File: src/hdl/citf_pkg.sv
// Package with the shared types and constants of the conditional init table filter.
package citf_pkg;

   localparam int WORD_WIDTH = 32;
   localparam int DATA_WIDTH = 32;
   localparam int ADDR_WIDTH = 30;
   localparam int CSR_ADDR_WIDTH = 5;
   localparam int CSR_DATA_WIDTH = 32;

   localparam int BRANCH_BIT = 31;
   localparam int CHECK_BIT = 30;

   typedef enum logic [1:0] {
      BR_IF    = 2'd0,
      BR_ELIF  = 2'd1,
      BR_ELSE  = 2'd2,
      BR_ENDIF = 2'd3
   } branch_type;

   typedef enum logic [2:0] {
      REG_DEV_RFE  = 3'd0,
      REG_DEV_INTF = 3'd1,
      REG_DEV_PKG  = 3'd2,
      REG_DEV_PLAT = 3'd3,
      REG_DEV_CUT  = 3'd4
   } reg_index_type;

   typedef struct packed {
      logic [7:0] rfe;
      logic [3:0] intf;
      logic [3:0] pkg;
      logic [3:0] plat;
      logic [3:0] cut;
   } cond_type;

   typedef struct packed {
      logic [ADDR_WIDTH-1:0] addr;
      logic [DATA_WIDTH-1:0] data;
   } write_type;

   localparam cond_type COND_RESET = '{rfe: 8'd0, intf: 4'd0, pkg: 4'd0, plat: 4'd0,
                                       cut: 4'd0};

endpackage

File: src/hdl/citf_csr.sv
// Configuration registers holding the device fields, with an APB-style access port.
module citf_csr (
   input  logic                                clock,
   input  logic                                reset,
   input  logic                                csr_psel,
   input  logic                                csr_penable,
   input  logic                                csr_pwrite,
   input  logic [citf_pkg::CSR_ADDR_WIDTH-1:0] csr_paddr,
   input  logic [citf_pkg::CSR_DATA_WIDTH-1:0] csr_pwdata,
   output logic [citf_pkg::CSR_DATA_WIDTH-1:0] csr_prdata,
   output logic                                csr_pready,
   output citf_pkg::cond_type                  dev_cfg
);
   import citf_pkg::*;

   cond_type      dev_ff;
   cond_type      dev_in;
   logic          write_en;
   reg_index_type reg_index;

   assign csr_pready = 1'b1;
   assign write_en   = csr_psel && csr_penable && csr_pwrite;
   assign reg_index  = reg_index_type'(csr_paddr[CSR_ADDR_WIDTH-1:2]);
   assign dev_cfg    = dev_ff;

   always_comb begin
      dev_in = dev_ff;
      if (write_en) begin
         unique case (reg_index)
            REG_DEV_RFE:  dev_in.rfe  = csr_pwdata[7:0];
            REG_DEV_INTF: dev_in.intf = csr_pwdata[3:0];
            REG_DEV_PKG:  dev_in.pkg  = csr_pwdata[3:0];
            REG_DEV_PLAT: dev_in.plat = csr_pwdata[3:0];
            REG_DEV_CUT:  dev_in.cut  = csr_pwdata[3:0];
            default:      dev_in      = dev_ff;
         endcase
      end
   end

   always_comb begin
      unique case (reg_index)
         REG_DEV_RFE:  csr_prdata = {{(CSR_DATA_WIDTH-8){1'b0}}, dev_ff.rfe};
         REG_DEV_INTF: csr_prdata = {{(CSR_DATA_WIDTH-4){1'b0}}, dev_ff.intf};
         REG_DEV_PKG:  csr_prdata = {{(CSR_DATA_WIDTH-4){1'b0}}, dev_ff.pkg};
         REG_DEV_PLAT: csr_prdata = {{(CSR_DATA_WIDTH-4){1'b0}}, dev_ff.plat};
         REG_DEV_CUT:  csr_prdata = {{(CSR_DATA_WIDTH-4){1'b0}}, dev_ff.cut};
         default:      csr_prdata = '0;
      endcase
   end

   always_ff @(posedge clock) begin
      if (reset) begin
         dev_ff <= COND_RESET;
      end else begin
         dev_ff <= dev_in;
      end
   end

endmodule

File: src/hdl/citf_core.sv
// Input register, table state and entry decode that selects the writes to pass.
module citf_core (
   input  logic                            clock,
   input  logic                            reset,
   input  logic                            req_valid,
   output logic                            req_ready,
   input  logic [citf_pkg::WORD_WIDTH-1:0] req_entry_word,
   input  logic [citf_pkg::DATA_WIDTH-1:0] req_entry_data,
   input  logic                            req_last_of_table,
   input  citf_pkg::cond_type              dev_cfg,
   input  logic                            res_ready,
   output logic                            res_valid,
   output citf_pkg::write_type             res_item
);
   import citf_pkg::*;

   logic                  valid_ff;
   logic                  valid_in;
   logic [WORD_WIDTH-1:0] word_ff;
   logic [DATA_WIDTH-1:0] data_ff;
   logic                  last_ff;
   logic                  matched_ff;
   logic                  matched_in;
   logic                  skipped_ff;
   logic                  skipped_in;
   cond_type              held_ff;
   cond_type              held_in;
   logic                  advance;
   logic                  accept;
   logic                  hit;
   branch_type            branch;

   assign advance   = valid_ff && res_ready;
   assign req_ready = !valid_ff || advance;
   assign accept    = req_valid && req_ready;
   assign valid_in  = accept || (valid_ff && !advance);
   assign branch    = branch_type'(word_ff[29:28]);

   assign hit = ((held_ff.cut == 4'd0) || (held_ff.cut == dev_cfg.cut)) &&
                ((held_ff.pkg == 4'd0) || (held_ff.pkg == dev_cfg.pkg)) &&
                ((held_ff.intf == 4'd0) || (held_ff.intf == dev_cfg.intf)) &&
                ((held_ff.plat == 4'd0) || (held_ff.plat == dev_cfg.plat)) &&
                ((held_ff.rfe == 8'd0) || (held_ff.rfe == dev_cfg.rfe));

   assign res_valid = valid_ff && !word_ff[BRANCH_BIT] && !word_ff[CHECK_BIT] && matched_ff;
   assign res_item  = '{addr: word_ff[ADDR_WIDTH-1:0], data: data_ff};

   always_comb begin
      matched_in = matched_ff;
      skipped_in = skipped_ff;
      held_in    = held_ff;
      if (advance) begin
         if (word_ff[BRANCH_BIT]) begin
            unique case (branch)
               BR_ENDIF: begin
                  matched_in = 1'b1;
                  skipped_in = 1'b0;
               end
               BR_ELSE: begin
                  matched_in = !skipped_ff;
               end
               BR_IF, BR_ELIF: begin
                  held_in.rfe  = word_ff[7:0];
                  held_in.intf = word_ff[11:8];
                  held_in.pkg  = word_ff[15:12];
                  held_in.plat = word_ff[19:16];
                  held_in.cut  = word_ff[27:24];
               end
               default: held_in = held_ff;
            endcase
         end else if (word_ff[CHECK_BIT]) begin
            if (!skipped_ff) begin
               matched_in = hit;
               skipped_in = hit;
            end else begin
               matched_in = 1'b0;
            end
         end
         if (last_ff) begin
            matched_in = 1'b1;
            skipped_in = 1'b0;
            held_in    = COND_RESET;
         end
      end
   end

   always_ff @(posedge clock) begin
      if (reset) begin
         valid_ff   <= 1'b0;
         matched_ff <= 1'b1;
         skipped_ff <= 1'b0;
         held_ff    <= COND_RESET;
      end else begin
         valid_ff   <= valid_in;
         matched_ff <= matched_in;
         skipped_ff <= skipped_in;
         held_ff    <= held_in;
      end
   end

   always_ff @(posedge clock) begin
      if (accept) begin
         word_ff <= req_entry_word;
         data_ff <= req_entry_data;
         last_ff <= req_last_of_table;
      end
   end

endmodule

File: src/hdl/citf_rsp.sv
// Result register that holds a passed write until the receiver takes it.
module citf_rsp (
   input  logic                            clock,
   input  logic                            reset,
   input  logic                            res_valid,
   input  citf_pkg::write_type             res_item,
   output logic                            res_ready,
   output logic                            rsp_valid,
   input  logic                            rsp_ready,
   output logic [citf_pkg::ADDR_WIDTH-1:0] rsp_write_addr,
   output logic [citf_pkg::DATA_WIDTH-1:0] rsp_write_data
);
   import citf_pkg::*;

   logic      valid_ff;
   logic      valid_in;
   write_type item_ff;
   logic      load;

   assign res_ready      = !valid_ff || rsp_ready;
   assign load           = res_valid && res_ready;
   assign valid_in       = load || (valid_ff && !rsp_ready);
   assign rsp_valid      = valid_ff;
   assign rsp_write_addr = item_ff.addr;
   assign rsp_write_data = item_ff.data;

   always_ff @(posedge clock) begin
      if (reset) begin
         valid_ff <= 1'b0;
      end else begin
         valid_ff <= valid_in;
      end
   end

   always_ff @(posedge clock) begin
      if (load) begin
         item_ff <= res_item;
      end
   end

endmodule

File: src/hdl/conditional_init_table_filter_top.sv
// Top level of the conditional init table filter.
//
// Table entries arrive on the req_ channel (valid/ready), one request per
// entry: a word, a data value and a last-of-table flag. Branch markers and
// condition checks update the matched and skipped flags or the latched
// conditions and give no result. A plain write that passes the filter leaves
// on the rsp_ channel as an address and a data value; a write that does not
// pass is dropped. One request is taken every cycle while the receiver does
// not stall; the entry is decoded from the input register and a passed write
// is shown from the result register. When the receiver stalls, the result
// register holds the write and one further entry waits in the input register;
// req_ready falls only when both are full. After the last entry of a table
// the flags and latched conditions return to their reset values. Reset
// empties both stages, resets the table state and sets the device registers
// to zero. The user must write the device registers through the csr_ port
// only while the block is idle; the block itself does not enforce this.
module conditional_init_table_filter_top (
   input  logic                                clock,
   input  logic                                reset,
   input  logic                                req_valid,
   output logic                                req_ready,
   input  logic [citf_pkg::WORD_WIDTH-1:0]     req_entry_word,
   input  logic [citf_pkg::DATA_WIDTH-1:0]     req_entry_data,
   input  logic                                req_last_of_table,
   output logic                                rsp_valid,
   input  logic                                rsp_ready,
   output logic [citf_pkg::ADDR_WIDTH-1:0]     rsp_write_addr,
   output logic [citf_pkg::DATA_WIDTH-1:0]     rsp_write_data,
   input  logic                                csr_psel,
   input  logic                                csr_penable,
   input  logic                                csr_pwrite,
   input  logic [citf_pkg::CSR_ADDR_WIDTH-1:0] csr_paddr,
   input  logic [citf_pkg::CSR_DATA_WIDTH-1:0] csr_pwdata,
   output logic [citf_pkg::CSR_DATA_WIDTH-1:0] csr_prdata,
   output logic                                csr_pready
);
   import citf_pkg::*;

   cond_type  dev_cfg;
   logic      res_valid;
   logic      res_ready;
   write_type res_item;

   citf_csr u_csr (
      .clock       (clock),
      .reset       (reset),
      .csr_psel    (csr_psel),
      .csr_penable (csr_penable),
      .csr_pwrite  (csr_pwrite),
      .csr_paddr   (csr_paddr),
      .csr_pwdata  (csr_pwdata),
      .csr_prdata  (csr_prdata),
      .csr_pready  (csr_pready),
      .dev_cfg     (dev_cfg)
   );

   citf_core u_core (
      .clock             (clock),
      .reset             (reset),
      .req_valid         (req_valid),
      .req_ready         (req_ready),
      .req_entry_word    (req_entry_word),
      .req_entry_data    (req_entry_data),
      .req_last_of_table (req_last_of_table),
      .dev_cfg           (dev_cfg),
      .res_ready         (res_ready),
      .res_valid         (res_valid),
      .res_item          (res_item)
   );

   citf_rsp u_rsp (
      .clock          (clock),
      .reset          (reset),
      .res_valid      (res_valid),
      .res_item       (res_item),
      .res_ready      (res_ready),
      .rsp_valid      (rsp_valid),
      .rsp_ready      (rsp_ready),
      .rsp_write_addr (rsp_write_addr),
      .rsp_write_data (rsp_write_data)
   );

`ifndef SYNTHESIS
   a_ready_low_only_on_stall: assert property (@(posedge clock) disable iff (reset)
      !req_ready |-> (rsp_valid && !rsp_ready))
      else $error("req_ready low without a stalled result");

   a_reset_empties_pipe: assert property (@(posedge clock)
      reset |=> (req_ready && !rsp_valid))
      else $error("pipeline not empty after reset");

   a_stalled_result_holds: assert property (@(posedge clock) disable iff (reset)
      (rsp_valid && !rsp_ready) |=> (rsp_valid && $stable(rsp_write_addr) &&
                                     $stable(rsp_write_data)))
      else $error("stalled result changed");
`endif

endmodule
File: config.mk
export PLATFORM = sky130hd
export DESIGN_NAME = conditional_init_table_filter_top
export DESIGN_NICKNAME = d
export VERILOG_FILES = /design/src/hdl/citf_pkg.sv /design/src/hdl/citf_csr.sv /design/src/hdl/citf_core.sv /design/src/hdl/citf_rsp.sv /design/src/hdl/conditional_init_table_filter_top.sv
export SDC_FILE = /design/constraint.sdc
export NUM_CORES = 1
export LEC_CHECK = 0
export BUFFER_PORTS_ARGS = -buffer_cell sky130_fd_sc_hd__buf_4
export CAP_MARGIN = 10
export CORE_MARGIN = 2
export CORE_UTILIZATION = 51
export DETAILED_ROUTE_END_ITERATION = 7
export MAX_ROUTING_LAYER = met4
export PLACE_DENSITY = 0.8
export SKIP_CTS_REPAIR_TIMING = 1
export SYNTH_ARGS = -nofsm -noshare
export SYNTH_HDL_FRONTEND = slang
export SYNTH_SLANG_ARGS = --single-unit
File: constraint.sdc
create_clock -name clock -period 5.1 [get_ports clock]
set_input_delay 0.255 -clock clock [delete_from_list [all_inputs] [get_ports clock]]
set_output_delay 0.255 -clock clock [all_outputs]
set_load 0.03 [all_outputs]
==> results.py, run 1 <==
metrics = {
    "clocking": {
        "cts_tree": "built",
        "cts_buffer_depth": 2,
        "cts-htree-levels": 4,
        "clk_latency_ns": 0.43,
        "cts_buffers": 17,
        "clkTransAtPathRegs_ns": 0.07,
        "cts.sink_count": 179,
        "cts_root_buf": "clkbuf_16",
    },
    "layout": {
        "final-instance-count-excl-fill": 853,
        "drive_gt1_frac": 0.295,
        "num-nets-final": 777,
        "areaGrowthSynthToFinish_pct": 38.1,
        "final.fill_count": 751,
        "antenna_cells": 0,
    },
    "setup_path": {
        "slowest_stage": "nor2_4",
        "cp.required_ns": 5.17,
        "crit_chain": "nand4bb_1 -> nor2_4 -> buf_4",
        "r2r_end": "u_rsp.rsp_write_addr[24]",
        "cp_slowest_stage_delay_ns": 0.71,
        "cp.arrival_ns": 2.46,
        "reg2reg_from": "u_core.word_ff[31]",
        "start_kind": "flop",
        "crit_family": "simple AND/OR/NAND/NOR gates",
        "path_buf_inv": 1,
        "crit_path_end_kind": "flop",
        "reg2regPathDepth": 3,
        "worstPathMaxFanout": 34,
        "path_class": "flop to flop",
        "rrSetupSlack_ns": 2.71,
    },
    "global_routing": {
        "grt_pass1_vias": 4067,
        "grt-ovfl-total": 0,
        "track_usage": 0.198,
        "grt_max_degree": 66,
        "antenna_found_initial": 0,
        "grt_pass1_wl_mm": 20.4,
    },
    "sta": {
        "tns_ns": 0,
        "post-route-min-period_ns": 2.39,
        "setup_viol": 0,
        "clock_skew_ns": 0.0153,
        "max_slew_margin": 0.408,
        "timing.final.crit_share": 0.469,
        "fmaxAchievable_ghz": 0.418,
        "tightest_slew_ns": 0.887,
        "hold_viol": 0,
        "worst_slack_ns": 2.71,
        "fin_worst_hold_slack_ns": 0.0213,
        "slew_viol_final": 0,
        "rsz0062_at_grt": "no",
    },
    "route": {
        "dr_total_vias": 4314,
        "ant_nets": 0,
        "drc": 0,
        "drt_iter0_drc": 290,
        "wirelength_mm": 15.6,
        "wl_per_cell_um": 18.3,
        "vias_per_cell": 5.06,
        "dr.pass1.iters": 5,
    },
    "power_and_ir_drop": {
        "leakagePower_nw": 3.43,
        "p_per_area_nw_per_um2": 360,
        "p_total_mw": 3.26,
        "vdd_drop_max_uv": 367,
    },
    "hold_path": {
        "min_to": "u_core.word_ff[11]",
        "hold_class": "primary input to flop",
        "holdCritStartpoint": "req_entry_word[11]",
        "hold_depth": 1,
    },
    "logic_synthesis": {
        "ys_ff_latch": 179,
        "async_flop_share": 0,
        "avgSynthCellArea_um2": 14.7,
        "yosysSeqAreaShare": 0.741,
        "synthDistinctLibCells": 40,
        "synth_warnings": 0,
        "syn_area_um2": 6550,
        "yosys_most_used_dff": "edfxtp_1",
        "synth_edf_count": 127,
        "netlist_instances": 445,
    },
    "floorplan": {
        "dieArea_um2": 13800,
        "start_util": 0.521,
        "placement_rows": 41,
        "pin_count": 206,
        "core_um2": 12600,
        "die_w_um": 117,
        "die_y_um": 117,
    },
    "status": {
        "status": "finished, final reports clean",
    },
    "placed_design": {
        "place_congestion": 0.866,
        "place_inst": 757,
        "pre_cts_ws_ns": 2.73,
        "dp_hpwl_mm": 9.05,
        "numPortBuffers": 154,
    },
    "job": {
        "max_cap_viol_count": 0,
    },
}
==> state kept, by name, indices dropped and copies added, names as in the netlist, 24 cells and up <==
signal	flops
u_core.data_ff	32
u_rsp.rsp_write_addr	30
u_rsp.rsp_write_data	32
u_core.word_ff	32
u_core.held_ff	24
u_csr.dev_cfg	24
==> cells in the final DEF, fill, tap and decap left out, drive strengths merged, types with 3 or more instances in the layout <==
cell and n:
nand2 28, bufinv 4, a21oi 29, nand4 3, nor3 3, and2 6
nand3 26, o22ai 3, o21ai 6, nor4 7, mux2i 30, clkinv 5
a41oi 4, nor2 35, buf 157, dfxtp 52, dlygate4sd3 64, conb 25
clkbuf 18, inv 7, edfxtp 127, xnor2 24
==> cell usage after synthesis, types with 3 or more instances <==
| master | count | area, um2 |
|---|---|---|
| a21oi_1 | 29 | 145 |
| a41oi_1 | 4 | 35.0 |
| and2_1 | 5 | 31.3 |
| buf_2 | 7 | 35.0 |
| buf_4 | 25 | 188 |
| clkbuf_1 | 7 | 26.3 |
| dfxtp_1 | 52 | 1040 |
| edfxtp_1 | 127 | 3810 |
| inv_1 | 3 | 11.3 |
| mux2i_1 | 30 | 300 |
| nand2_1 | 28 | 105 |
| nand3_1 | 26 | 130 |
| nor2_1 | 33 | 124 |
| nor3_2 | 3 | 30.0 |
| nor4_1 | 6 | 37.5 |
| o21ai_1 | 3 | 15.0 |
| o22ai_1 | 3 | 18.8 |
| xnor2_1 | 24 | 210 |
==> cell families after synthesis <==
logic type,after synthesis,synth area share
other cells,2,0.00115
mux,31,0.0493
flops,179,0.741
compound gates,48,0.0430
buf+inv,44,0.0428
simple gates,117,0.0909
xor+xnor,24,0.0321
==> worst register-to-register path: cells and delay by family (launching register included) <==
kind	cells	cell delay (ns)
and+or+nand+nor	2	1.00
DFF	1	0.47
buffers and inverters	1	0.55
==> power breakdown <==
group | switching [mW] | internal [mW] | total, mW
combinational | 0.123 | 0.104 | 0.227
sequential | 0.0268 | 1.61 | 1.64
clock | 0.568 | 0.827 | 1.39
total | 0.718 | 2.54 | 3.26
==> final cells by class <==
cell class,instances,area [um2],share of cell area
multi-input combinational,245,1510,0.167
clock buffer,18,429,0.0474
inverter,4,17.5,0.00194
clock inverter,14,200,0.0221
sequential,179,4850,0.537
tap,172,215,0.0238
timing repair buffer,221,1820,0.201
==> per-layer routing <==
metal / part of all wire / wire length, um / vias up / global-route usage
met1: 0.39 / 6150 / 2064 / 0.225
met3: 0.10 / 1580 / 14 / 0.0914
met4: 0.0084 / 131 / 0 / 0.0753
li1: - / - / 2020 / -
met2: 0.50 / 7770 / 216 / 0.308
met5: 0 / 0 / - / -
==> metrics by stage <==
| step | utilization | cell area [um2] |
|---|---|---|
| 3_3_place_gp | 0.619 | 7780 |
| 2_1_floorplan | - | 6640 |
| 4_1_cts | 0.669 | 8410 |
| 3_5_place_dp | 0.619 | 7780 |
| 6_report | 0.720 | 9050 |
| 5_1_grt | 0.720 | 9050 |
==> worst max path at each step <==
stage / cells past startpoint / slack, ns / startpoint / endpoint
after floorplan: 2 / 1.37 / u_core.word_ff[31] / u_rsp.rsp_write_addr[0]
after detailed placement: 3 / 2.73 / u_core.word_ff[31] / u_rsp.rsp_write_addr[25]
after global routing: 3 / 2.58 / u_core.word_ff[31] / u_rsp.rsp_write_addr[24]
final: 3 / 2.71 / u_core.word_ff[31] / u_rsp.rsp_write_addr[24]
after CTS: 3 / 2.74 / u_core.word_ff[31] / u_rsp.rsp_write_addr[19]
after global placement: 3 / 2.81 / u_core.word_ff[31] / u_rsp.rsp_write_addr[24]
(Power assumes the default switching activity.)
==> run 2: changes to the inputs <==
- clock period: 5.1 -> 2.4 ns (I/O delays scaled with it)
==> results.py, run 2 (synthesis results as in run 1) <==
metrics = {
    "placed_design": {
        "place_congestion": 0.843,
        "placed_cell_area_um2": 7800,
        "dp_hpwl_mm": 8.83,
        "numPortBuffers": 154,
    },
    "setup_path": {
        "reg2reg_from": "u_rsp.rsp_valid",
        "cp.required_ns": 2.45,
        "path_class": "flop to flop",
        "start_kind": "flop",
        "rrSetupSlack_ns": 0.56,
        "r2r_end": "u_core.word_ff[25]",
        "cp.arrival_ns": 1.89,
        "worstPathMaxFanout": 65,
        "crit_path_end_kind": "flop",
        "reg2regPathDepth": 4,
    },
    "route": {
        "drc": 0,
        "vias_per_cell": 4.98,
        "drt_iter0_drc": 244,
        "wl_per_cell_um": 16.9,
        "dr.pass1.iters": 4,
        "ant_nets": 0,
        "wirelength_mm": 14.6,
        "dr_total_vias": 4298,
    },
    "sta": {
        "max_slew_margin": 0.423,
        "setup_viol": 0,
        "rsz0062_at_grt": "no",
        "hold_viol": 0,
        "timing.final.crit_share": 0.766,
        "slew_viol_final": 0,
        "post-route-min-period_ns": 1.84,
        "clock_skew_ns": 0.0104,
        "tightest_slew_ns": 0.865,
        "fin_worst_hold_slack_ns": 0.00775,
        "tns_ns": 0,
        "fmaxAchievable_ghz": 0.544,
    },
    "layout": {
        "final_cell_mix": "buf_4, edfxtp_1, dlygate4sd3_1",
        "num-nets-final": 787,
        "multi_input_area_um2": 1510,
        "drive_gt1_frac": 0.294,
        "final.fill_count": 797,
        "areaGrowthSynthToFinish_pct": 39.3,
        "antenna_cells": 0,
        "stdcell_area_um2": 9130,
        "final_common_cell": "buf_4",
        "regArea_um2": 4850,
    },
    "power_and_ir_drop": {
        "comb_power_share": 0.073,
        "leakagePower_nw": 3.46,
        "vdd_drop_max_uv": 860,
        "switching_share": 0.226,
        "power_frac_seq": 0.515,
        "power.switching_mw": 1.53,
        "p_clk_frac": 0.412,
        "p_per_area_nw_per_um2": 739,
        "power.internal_mw": 5.22,
    },
    "clocking": {
        "clkTransAtPathRegs_ns": 0.07,
        "cts.sink_count": 179,
        "clk_latency_ns": 0.43,
        "cts_root_buf": "clkbuf_16",
        "cts_buffers": 17,
        "cts_buffer_depth": 2,
        "cts-htree-levels": 4,
        "cts_tree": "built",
    },
    "hold_path": {
        "holdCritStartpoint": "csr_pwdata[0]",
        "min_to": "u_csr.dev_cfg[12]",
        "hold_class": "primary input to flop",
        "hold_depth": 3,
    },
    "status": {
        "status": "finished, final reports clean",
    },
    "global_routing": {
        "grt-ovfl-total": 0,
        "antenna_found_initial": 0,
        "grt_pass1_wl_mm": 20.1,
        "track_usage": 0.195,
        "grt_max_degree": 66,
        "grt_pass1_vias": 4007,
    },
    "floorplan": {
        "start_util": 0.521,
        "die_w_um": 117,
        "pin_count": 206,
        "dieArea_um2": 13800,
        "die_y_um": 117,
        "core_um2": 12600,
        "placement_rows": 41,
    },
    "job": {
        "max_cap_viol_count": 0,
    },
}
## run 2: cell count changes in the layout (fill, tap and decap cells not counted)
| cell | previous run | this run |
|---|---|---|
| clkinv_1 | 1 | 0 |
| bufinv_16 | 4 | 2 |
| inv_8 | 0 | 1 |
| clkinvlp_4 | 2 | 1 |
| dlygate4sd3_1 | 64 | 73 |
| inv_6 | 3 | 6 |
| buf_12 | 0 | 1 |
## run 2: layout make-up
type	instances	share of cell area
Sequential cell	179	0.532
Timing Repair Buffer	231	0.211
Multi-Input combinational cell	245	0.166
Inverter	4	0.00192
Clock inverter	14	0.0182
Tap cell	172	0.0236
Clock buffer	18	0.0470
## run 2: layer usage
layer,track usage,vias to the layer above,share of wire
li1,-,2049,-
met1,0.246,2053,0.42
met2,0.293,181,0.48
met3,0.0773,15,0.085
met4,0.0602,0,0.012
met5,-,-,0
## run 2: how the worst max path moves through the flow
stage                             startpoint  slack (ns)  cells after the start                       end
after detailed placement  u_core.word_ff[31]        0.59                      3  u_rsp.rsp_write_data[16]
after CTS                 u_core.word_ff[31]        0.56                      3  u_rsp.rsp_write_data[31]
final                        u_rsp.rsp_valid        0.56                      4        u_core.word_ff[25]
after global placement    u_core.word_ff[31]        0.63                      3  u_rsp.rsp_write_data[11]
after global routing      u_core.word_ff[31]        0.49                      3   u_rsp.rsp_write_data[7]
after floorplan              u_rsp.rsp_valid        0.20                      3         u_core.data_ff[0]
## run 2: power groups by stage
| stage | clock, mW | combinational, mW | sequential, mW |
|---|---|---|---|
| finish | 2.78 | 0.495 | 3.47 |
| global route | 2.96 | 0.529 | 3.48 |
| CTS | 2.82 | 0.391 | 3.47 |
| detailed placement | 0 | 0.390 | 3.54 |
| global placement | 0 | 0.378 | 3.53 |
| floorplan | 0 | 0.215 | 3.56 |
## run 2: stage by stage
stage	utilization	setup WS (ns)	power, mW	instances
after floorplan	-	0.202	3.77	468
after global placement	0.621	0.634	3.91	758
after detailed placement	0.621	0.592	3.93	758
after CTS	0.668	0.555	6.68	790
after global routing	0.726	0.485	6.97	863
final	0.726	0.561	6.75	863
## run 2: critical path: stages (launching register included)
cell and delay [ns]:
dfxtp_1 0.33, nor2b_1 0.18, nand2_1 0.10, and2_2 0.15, buf_4 0.62
